File: src/point_segment_projection_top_defines.svh
// Assertion macros used by the projection top module.
// Depends on nothing; included by files that carry concurrent checks.
`ifndef POINT_SEGMENT_PROJECTION_TOP_DEFINES_SVH
`define POINT_SEGMENT_PROJECTION_TOP_DEFINES_SVH
`ifndef SYNTHESIS
`define PSP_ASSERT(label, clk, rst, prop) \
   label: assert property (@(posedge clk) disable iff (rst) prop) else $error("%m: check failed");
`define PSP_ASSERT_NR(label, clk, prop) \
   label: assert property (@(posedge clk) prop) else $error("%m: check failed");
`else
`define PSP_ASSERT(label, clk, rst, prop)
`define PSP_ASSERT_NR(label, clk, prop)
`endif
`endif

File: src/psp_pkg.sv
// Shared types and constants for the point to segment projection block.
// No dependencies.
`default_nettype none
package psp_pkg;
   localparam int CoordWidth = 32;
   localparam int LambdaBits = 16;
   localparam int NumAxes    = 3;
   localparam int DiffWidth  = CoordWidth + 1;
   localparam int ProdWidth  = 2 * DiffWidth;
   localparam int SumWidth   = ProdWidth + 2;
   localparam int FracWidth  = LambdaBits + 1;

   typedef logic signed [CoordWidth-1:0] coord_type;
   typedef logic signed [DiffWidth-1:0]  diff_type;
   typedef logic signed [ProdWidth-1:0]  prod_type;
   typedef logic signed [SumWidth-1:0]   sum_type;
   typedef logic [FracWidth-1:0]         frac_type;

   typedef struct packed {
      coord_type point_x;
      coord_type point_y;
      coord_type point_z;
      coord_type start_x;
      coord_type start_y;
      coord_type start_z;
      coord_type end_x;
      coord_type end_y;
      coord_type end_z;
   } req_type;

   typedef struct packed {
      coord_type proj_x;
      coord_type proj_y;
      coord_type proj_z;
      frac_type  fraction;
      logic      degenerate;
   } rsp_type;

   // outcome class of one query
   typedef enum logic [1:0] {
      CLS_START, CLS_END, CLS_INSIDE, CLS_DEGEN
   } cls_type;

   function automatic coord_type sat_coord(input logic signed [CoordWidth+1:0] v);
      logic signed [CoordWidth+1:0] hi_lim;
      logic signed [CoordWidth+1:0] lo_lim;
      hi_lim = (CoordWidth+2)'(signed'({1'b0, {(CoordWidth-1){1'b1}}}));
      lo_lim = -hi_lim - (CoordWidth+2)'(1);
      if (v > hi_lim) return coord_type'(hi_lim[CoordWidth-1:0]);
      if (v < lo_lim) return coord_type'(lo_lim[CoordWidth-1:0]);
      return v[CoordWidth-1:0];
   endfunction
endpackage
`default_nettype wire

File: src/psp_divider.sv
// Pipelined restoring divider, one quotient bit per stage.
// Depends on psp_pkg.
`default_nettype none
module psp_divider import psp_pkg::*; (
   input  wire logic     clock,
   input  wire sum_type  num_in,
   input  wire sum_type  den_in,
   output frac_type      quot_out
);
   sum_type  rem_ff [1:LambdaBits];
   sum_type  den_ff [1:LambdaBits];
   frac_type q_ff   [1:LambdaBits];

   // one shift and trial subtract per stage
   for (genvar k = 0; k < LambdaBits; k++) begin : g_stage
      sum_type  rem_cur;
      sum_type  den_cur;
      frac_type q_cur;
      logic [SumWidth:0] sh;
      logic [SumWidth:0] diff;

      // first stage takes the divider inputs, later ones the previous stage
      if (k == 0) begin : g_first
         assign rem_cur = num_in;
         assign den_cur = den_in;
         assign q_cur   = '0;
      end else begin : g_next
         assign rem_cur = rem_ff[k];
         assign den_cur = den_ff[k];
         assign q_cur   = q_ff[k];
      end

      assign sh   = {rem_cur, 1'b0};
      assign diff = sh - {1'b0, den_cur};
      always_ff @(posedge clock) begin
         den_ff[k+1] <= den_cur;
         if (!diff[SumWidth]) begin
            rem_ff[k+1] <= diff[SumWidth-1:0];
            q_ff[k+1]   <= {q_cur[FracWidth-2:0], 1'b1};
         end else begin
            rem_ff[k+1] <= sh[SumWidth-1:0];
            q_ff[k+1]   <= {q_cur[FracWidth-2:0], 1'b0};
         end
      end
   end

   assign quot_out = q_ff[LambdaBits];
endmodule
`default_nettype wire

File: config.mk
export PLATFORM = sky130hd
export DESIGN_NAME = psp_divider
export DESIGN_NICKNAME = d
export VERILOG_FILES = /design/src/point_segment_projection_top_defines.svh /design/src/psp_pkg.sv /design/src/psp_divider.sv
export SDC_FILE = /design/constraint.sdc
export NUM_CORES = 2
export LEC_CHECK = 0
export BUFFER_PORTS_ARGS = -buffer_cell sky130_fd_sc_hd__buf_2
export CAP_MARGIN = 20
export CORE_MARGIN = 2
export CORE_UTILIZATION = 40
export DETAILED_ROUTE_END_ITERATION = 10
export GPL_ROUTABILITY_DRIVEN = 0
export PLACE_DENSITY = 0.66
export SETUP_SLACK_MARGIN = 0.3
export SLEW_MARGIN = 20
export SYNTH_ARGS = -nofsm -noshare
export SYNTH_HDL_FRONTEND = slang
export SYNTH_SLANG_ARGS = --single-unit
File: constraint.sdc
create_clock -name clock -period 4.31 [get_ports clock]
set_input_delay 0.6465 -clock clock [delete_from_list [all_inputs] [get_ports clock]]
set_output_delay 0.6465 -clock clock [all_outputs]
set_load 0.02 [all_outputs]
# --- After elaboration in Yosys (flattened, before gate mapping) ---
# Memory sizes are Yosys's and may differ from the RTL's.
# Cells that the tools add are included.
totals:
  output_inout_bits: 17
  ram_bits: 2448
  ff_bits: 0
  romBits: 0
  in_bits: 137
  latch_bits: 0
  memories: 3
classes:
  n_reduce_logical: 0
  div: 0
  magnitude_cmp: 0
  addsub: 16
  mul: 0
  bitwise: 32
  eq_ne: 0
  shift: 0
  n_mux: 64
mem_list:
  columns: ["name", "depth", "width", "read_ports", "rd_ports_with_merged_regs", "wr", "line", "source"]
  rows:
  - ["den_ff", 16, 68, 15, 0, 16, "psp_divider.sv:11", "sum_type den_ff [1:LambdaBits];"]
  - ["rem_ff", 16, 68, 15, 0, 16, "psp_divider.sv:10", "sum_type rem_ff [1:LambdaBits];"]
  - ["q_ff", 16, 17, 16, 0, 16, "psp_divider.sv:12", "frac_type q_ff [1:LambdaBits];"]
op_table:
  columns: ["op", "n"]
  rows:
  - ["69-bit by 68-bit subtractor with 69-bit output", 16]
  - ["68-bit 2-to-1 mux", 16]
  - ["17-bit 2-to-1 mux", 16]
  - ["1-bit 2-to-1 mux", 32]
  - ["1-bit bitwise OR", 32]

# --- Logic depth before layout (Yosys ltp) ---
# An unclocked memory read counts as a cell.
depth:
  word_depth: 4
  ltp_mapped: 19
  ltp_nobuf: 16

# --- Least setup slack after synthesis ---
# OpenSTA, ideal clock, no wires.
synth_path:
  kind: "input -> register"
  startpoint: "input port den_in[35]"
  endpoint: "register, netlist name rem_ff[0][101]"
  path_buffers: 3
  path_slack_ns: 0.139
  setup_time_ns: 0.121
  arrival_ns: 4.051
  required_ns: 4.189
  cell_stages: 17
  cell_sequence: "inv_1 ha_1 clkbuf_1 a21oi_1 nand2_1 a211oi_1 nor4_1 a211oi_1 a211oi_1 a21o_1 a31o_2 a221oi_2 o31ai_1 xnor2_1 buf_2 buf_4 mux2_2"
synth_lines:
  columns: ["item", "line", "source"]
  rows:
  - ["start: declaration", "psp_divider.sv:7", "input wire sum_type den_in,"]

==> summary.md <==
| Metric | Value |
|---|---|
| WP data arrival | roughly 5000 ps |
| Cells after Synth | around 13,000 |
| Initial core utilization | approximately 40% |
| WHS | between 100 and 150 ps |
| HP Start | num_in[1] |
| Sw Share | about two fifths |
| Peak Freq | roughly 230 MHz |
| Comb pwr share | about three fifths |
| Switching power | ~52 mW |
| Hold Path Stages | 4 |
| Clk pwr share | between 10% and 20% |
| Initial antenna violation count | 1 |
| Area delta synth->final | 23.0% |
| Via/cell ratio | approximately 5.2 |
| Placed wire-length estimate | 214 mm |
| Endpoints failing setup | 11 |
| Cell Area, Synth | 116,000 µm² |
| Pin count of the biggest net entering global routing | 69 |
| Nature of the critical path endpoint | flop |
| Worst r2r dst | rem_ff[0][962] |
| Hold Path Sink | rem_ff[0][70] |
| GRT Residual Overflow | 0 |
| Die area | around 300,000 µm² |
| Vias in the first global route | 93,000 |
| Synth Area in XOR/XNOR | under 10% |
| Worst hold path class | in2reg |
| Synth Register Bits | between 2,000 and 2,500 |
| GRT Util Overall | between 15 and 20% |
| Clock Skews | approximately 44 ps |
| Peak VDD IR | between 500 and 600 µV |
| Top Ports | about 150 |
| Max_slew headroom | 53.8% |
| Compound-cell area share of the yosys netlist | 20.6% |
| Drt pass-1 iters | 8 |
| Die Y | roughly 540 µm |
| Worst-Margin Slew | approximately 690 ps |
| RSZ-0062 raised after global routing | true |
| # H-tree levels | 4 |
| Hold Fails Final Rpt | 0 |
| Adder-cell share of the synthesized area | roughly an eighth |
| Flop pwr share | 23.4% |
| Mapped Avg Cell Area | between 8 and 9 µm² |
| Top cell type's share of synthesized area | ~38% |
| LEAKAGE | roughly 68 nW |
| Max Cap Viol | 0 |
| Row count | 197 |
| Sequential fraction of the synthesis area | a little under two fifths |
| Die X | 543 µm |
| Nets@finish | around 16,000 |
| Main combinational cell family by area after synthesis | compound AO/OA/AOI/OAI gates |
| R2R setup slack | -40 ps |
| Failing checks | setup timing |
| Core Region | 288,000 µm² |
| Place WS | -228 ps |
| Final critical-path required period | about 4400 ps |
| Async SR Flop Fraction | 0% |
| Synth Area in Simple Gates | between 10 and 15% |
| Number of synthesized flops with an enable pin | 0 |
| First-pass GRT wire length | around 450 mm |
| Run status | finished with violations |
| Starting DRT DRC Count | between 5,000 and 6,000 |
| Cell accounting for the most synthesized area | dfxtp_1 |
| Pwr dens | roughly 940 nW/µm² |
| CP Max Fanout | 5 |
| Clk root buf | clkbuf_16 |
| Post-Route WL | ~280 mm |
| Synth top area cells | dfxtp_1, ha_1, a21oi_1, mux2_2, o21ai_0 |
| Crit Path Category | reg2reg |
| FF-to-FF path depth | 19 |
| Ratio of cells with drive above 1 in the final layout | approximately 18% |
| Top_reg_cell synth | dfxtp_1 |
| Post-synth top cells | dfxtp_1, inv_1, a21oi_1 |
| Clock transition at the registers of the reported paths | ~60 ps |
| Top-count cell post-synth | dfxtp_1 |
| Critical path startpoint category | flop |
| Post-Syn Nets | approximately 15,000 |
| Yosys cell types | 100 |
| Post-route ant nets | 0 |
| Reg2reg start | den_ff[0][885] |
| Post-route cell area | 143,000 µm² |
| Number of port buffers | 152 |
| Fillers | about 26,000 |
| Mux share of post-synthesis cell area | 5.47% |
| CTS tree | done |
| Synth Warn # | 0 |
| Wire per inst | around 16 µm |
| CTS buffer count | ~230 |
| Via count | roughly 95,000 |
| Clk sinks | approximately 2,200 |
| CTS max path bufs | 4 |
| Max-slew violations | 0 |
| Clk_lat worst skew | 890 ps |
| PnR worst setup slack | -41.1 ps |
| Tcrit/Tclk final | 101% |
| Fin util | between 40% and 50% |
| Placed inst area | between 100,000 and 150,000 µm² |
| Total internal power | 81.5 mW |
| Critical Path RT | 5080 ps |
| DRC Markers | 0 |
[area by class of cell]
cell class              instances  area [µm²]  share of cell area [%]
multi-input cells            9270       69000                    48.3
repair buffers               1367       12400                    8.66
clock buffers                 308        6530                    4.57
inverters                    1330        5000                    3.50
clock inverters               117        1560                    1.09
flip-flops and latches       2176       43600                    30.6
well taps                    3781        4730                    3.31
diodes                          1        2.50                 0.00175
[state kept, by name, summed over array words and instances, names as in the netlist]
| name | cells |
|---|---|
| q_ff | 136 |
| rem_ff | 1020 |
| den_ff | 1020 |
[power by group through the flow]
stage	clock [mW]	combinational (mW)	sequential, mW
2_1_floorplan	0	50.7	29.7
3_3_place_gp	0	67.5	31.7
3_5_place_dp	0	68.6	31.5
4_1_cts	21.3	76.0	31.2
5_1_grt	22.0	89.7	32.0
6_report	20.7	81.9	31.4
[stage by stage]
step	instances	power [mW]	TNS [ps]
CTS	18300	128	-491
finish	18400	134	-411
floorplan	13300	80.4	0
detailed placement	17600	100	-39970
global placement	17600	99.1	-23230
global route	18400	144	-1520
[per-layer routing]
| metal | wire length [µm] | global-route usage, % | vias up | part of all wire [%] |
|---|---|---|---|---|
| met5 | 0 | 0 | - | 0 |
| met4 | 14500 | 8.18 | 0 | 5.1 |
| met3 | 11800 | 1.87 | 743 | 4.2 |
| met2 | 130000 | 31.1 | 2518 | 46 |
| met1 | 128000 | 23.3 | 43100 | 45 |
| li1 | - | - | 48500 | - |
[repair_timing]
item | CTS | global route
hold endpoints to repair | 133 | 0
hold buffers | 133 | 0
resized for setup | 508 | 537
buffers inserted | 72 | 61
pin swaps | 121 | 134
setup endpoints to repair | 950 | 1017
gates cloned | 22 | 21
[placed cells by master, fill, tap and decap left out, types with 542 or more instances in the layout]
master and instances:
nand2_1 1132, o21ai_0 972, buf_4 874, ha_1 1021, nor2_1 542, xnor2_1 568
dfxtp_1 2116, a21oi_1 1144, inv_1 1307, a21o_1 645
[worst max-delay path, cell delays in order, from the launching register on]
cell	delay (ps)
dfxtp_2	330
inv_2	50
fa_2	360
a21oi_2	150
o211ai_1	160
a221oi_2	410
or3b_4	200
a21oi_4	70
o21ai_4	200
a41oi_4	180
a41oi_2	280
nor3_2	60
or3_4	370
a221o_1	370
xor2_4	180
buf_12	140
buf_12	150
buf_12	130
buf_16	130
mux2_4	290
[worst max-delay path by stage]
stage | from | end | slack (ps) | cells after the start
after floorplan | den_ff[0][748] | rem_ff[0][817] | 300 | 15
after global placement | den_ff[0][413] | rem_ff[0][478] | -150 | 20
after detailed placement | den_ff[0][413] | rem_ff[0][488] | -230 | 20
after CTS | den_ff[0][885] | rem_ff[0][958] | -50 | 19
after global routing | den_ff[0][885] | rem_ff[0][962] | -60 | 19
final | den_ff[0][885] | rem_ff[0][962] | -40 | 19
[kinds of logic (layout without fill, tap and decap cells)]
logic type / Yosys count / in the layout
compound gates: 3858 / 3858
xor+xnor: 965 / 965
fa+ha+maj: 1087 / 1087
buf+inv: 1830 / 3122
flops: 2176 / 2176
mux: 562 / 562
other cells: 1 / 2
simple gates: 2797 / 2797
(Power assumes the default switching activity.)
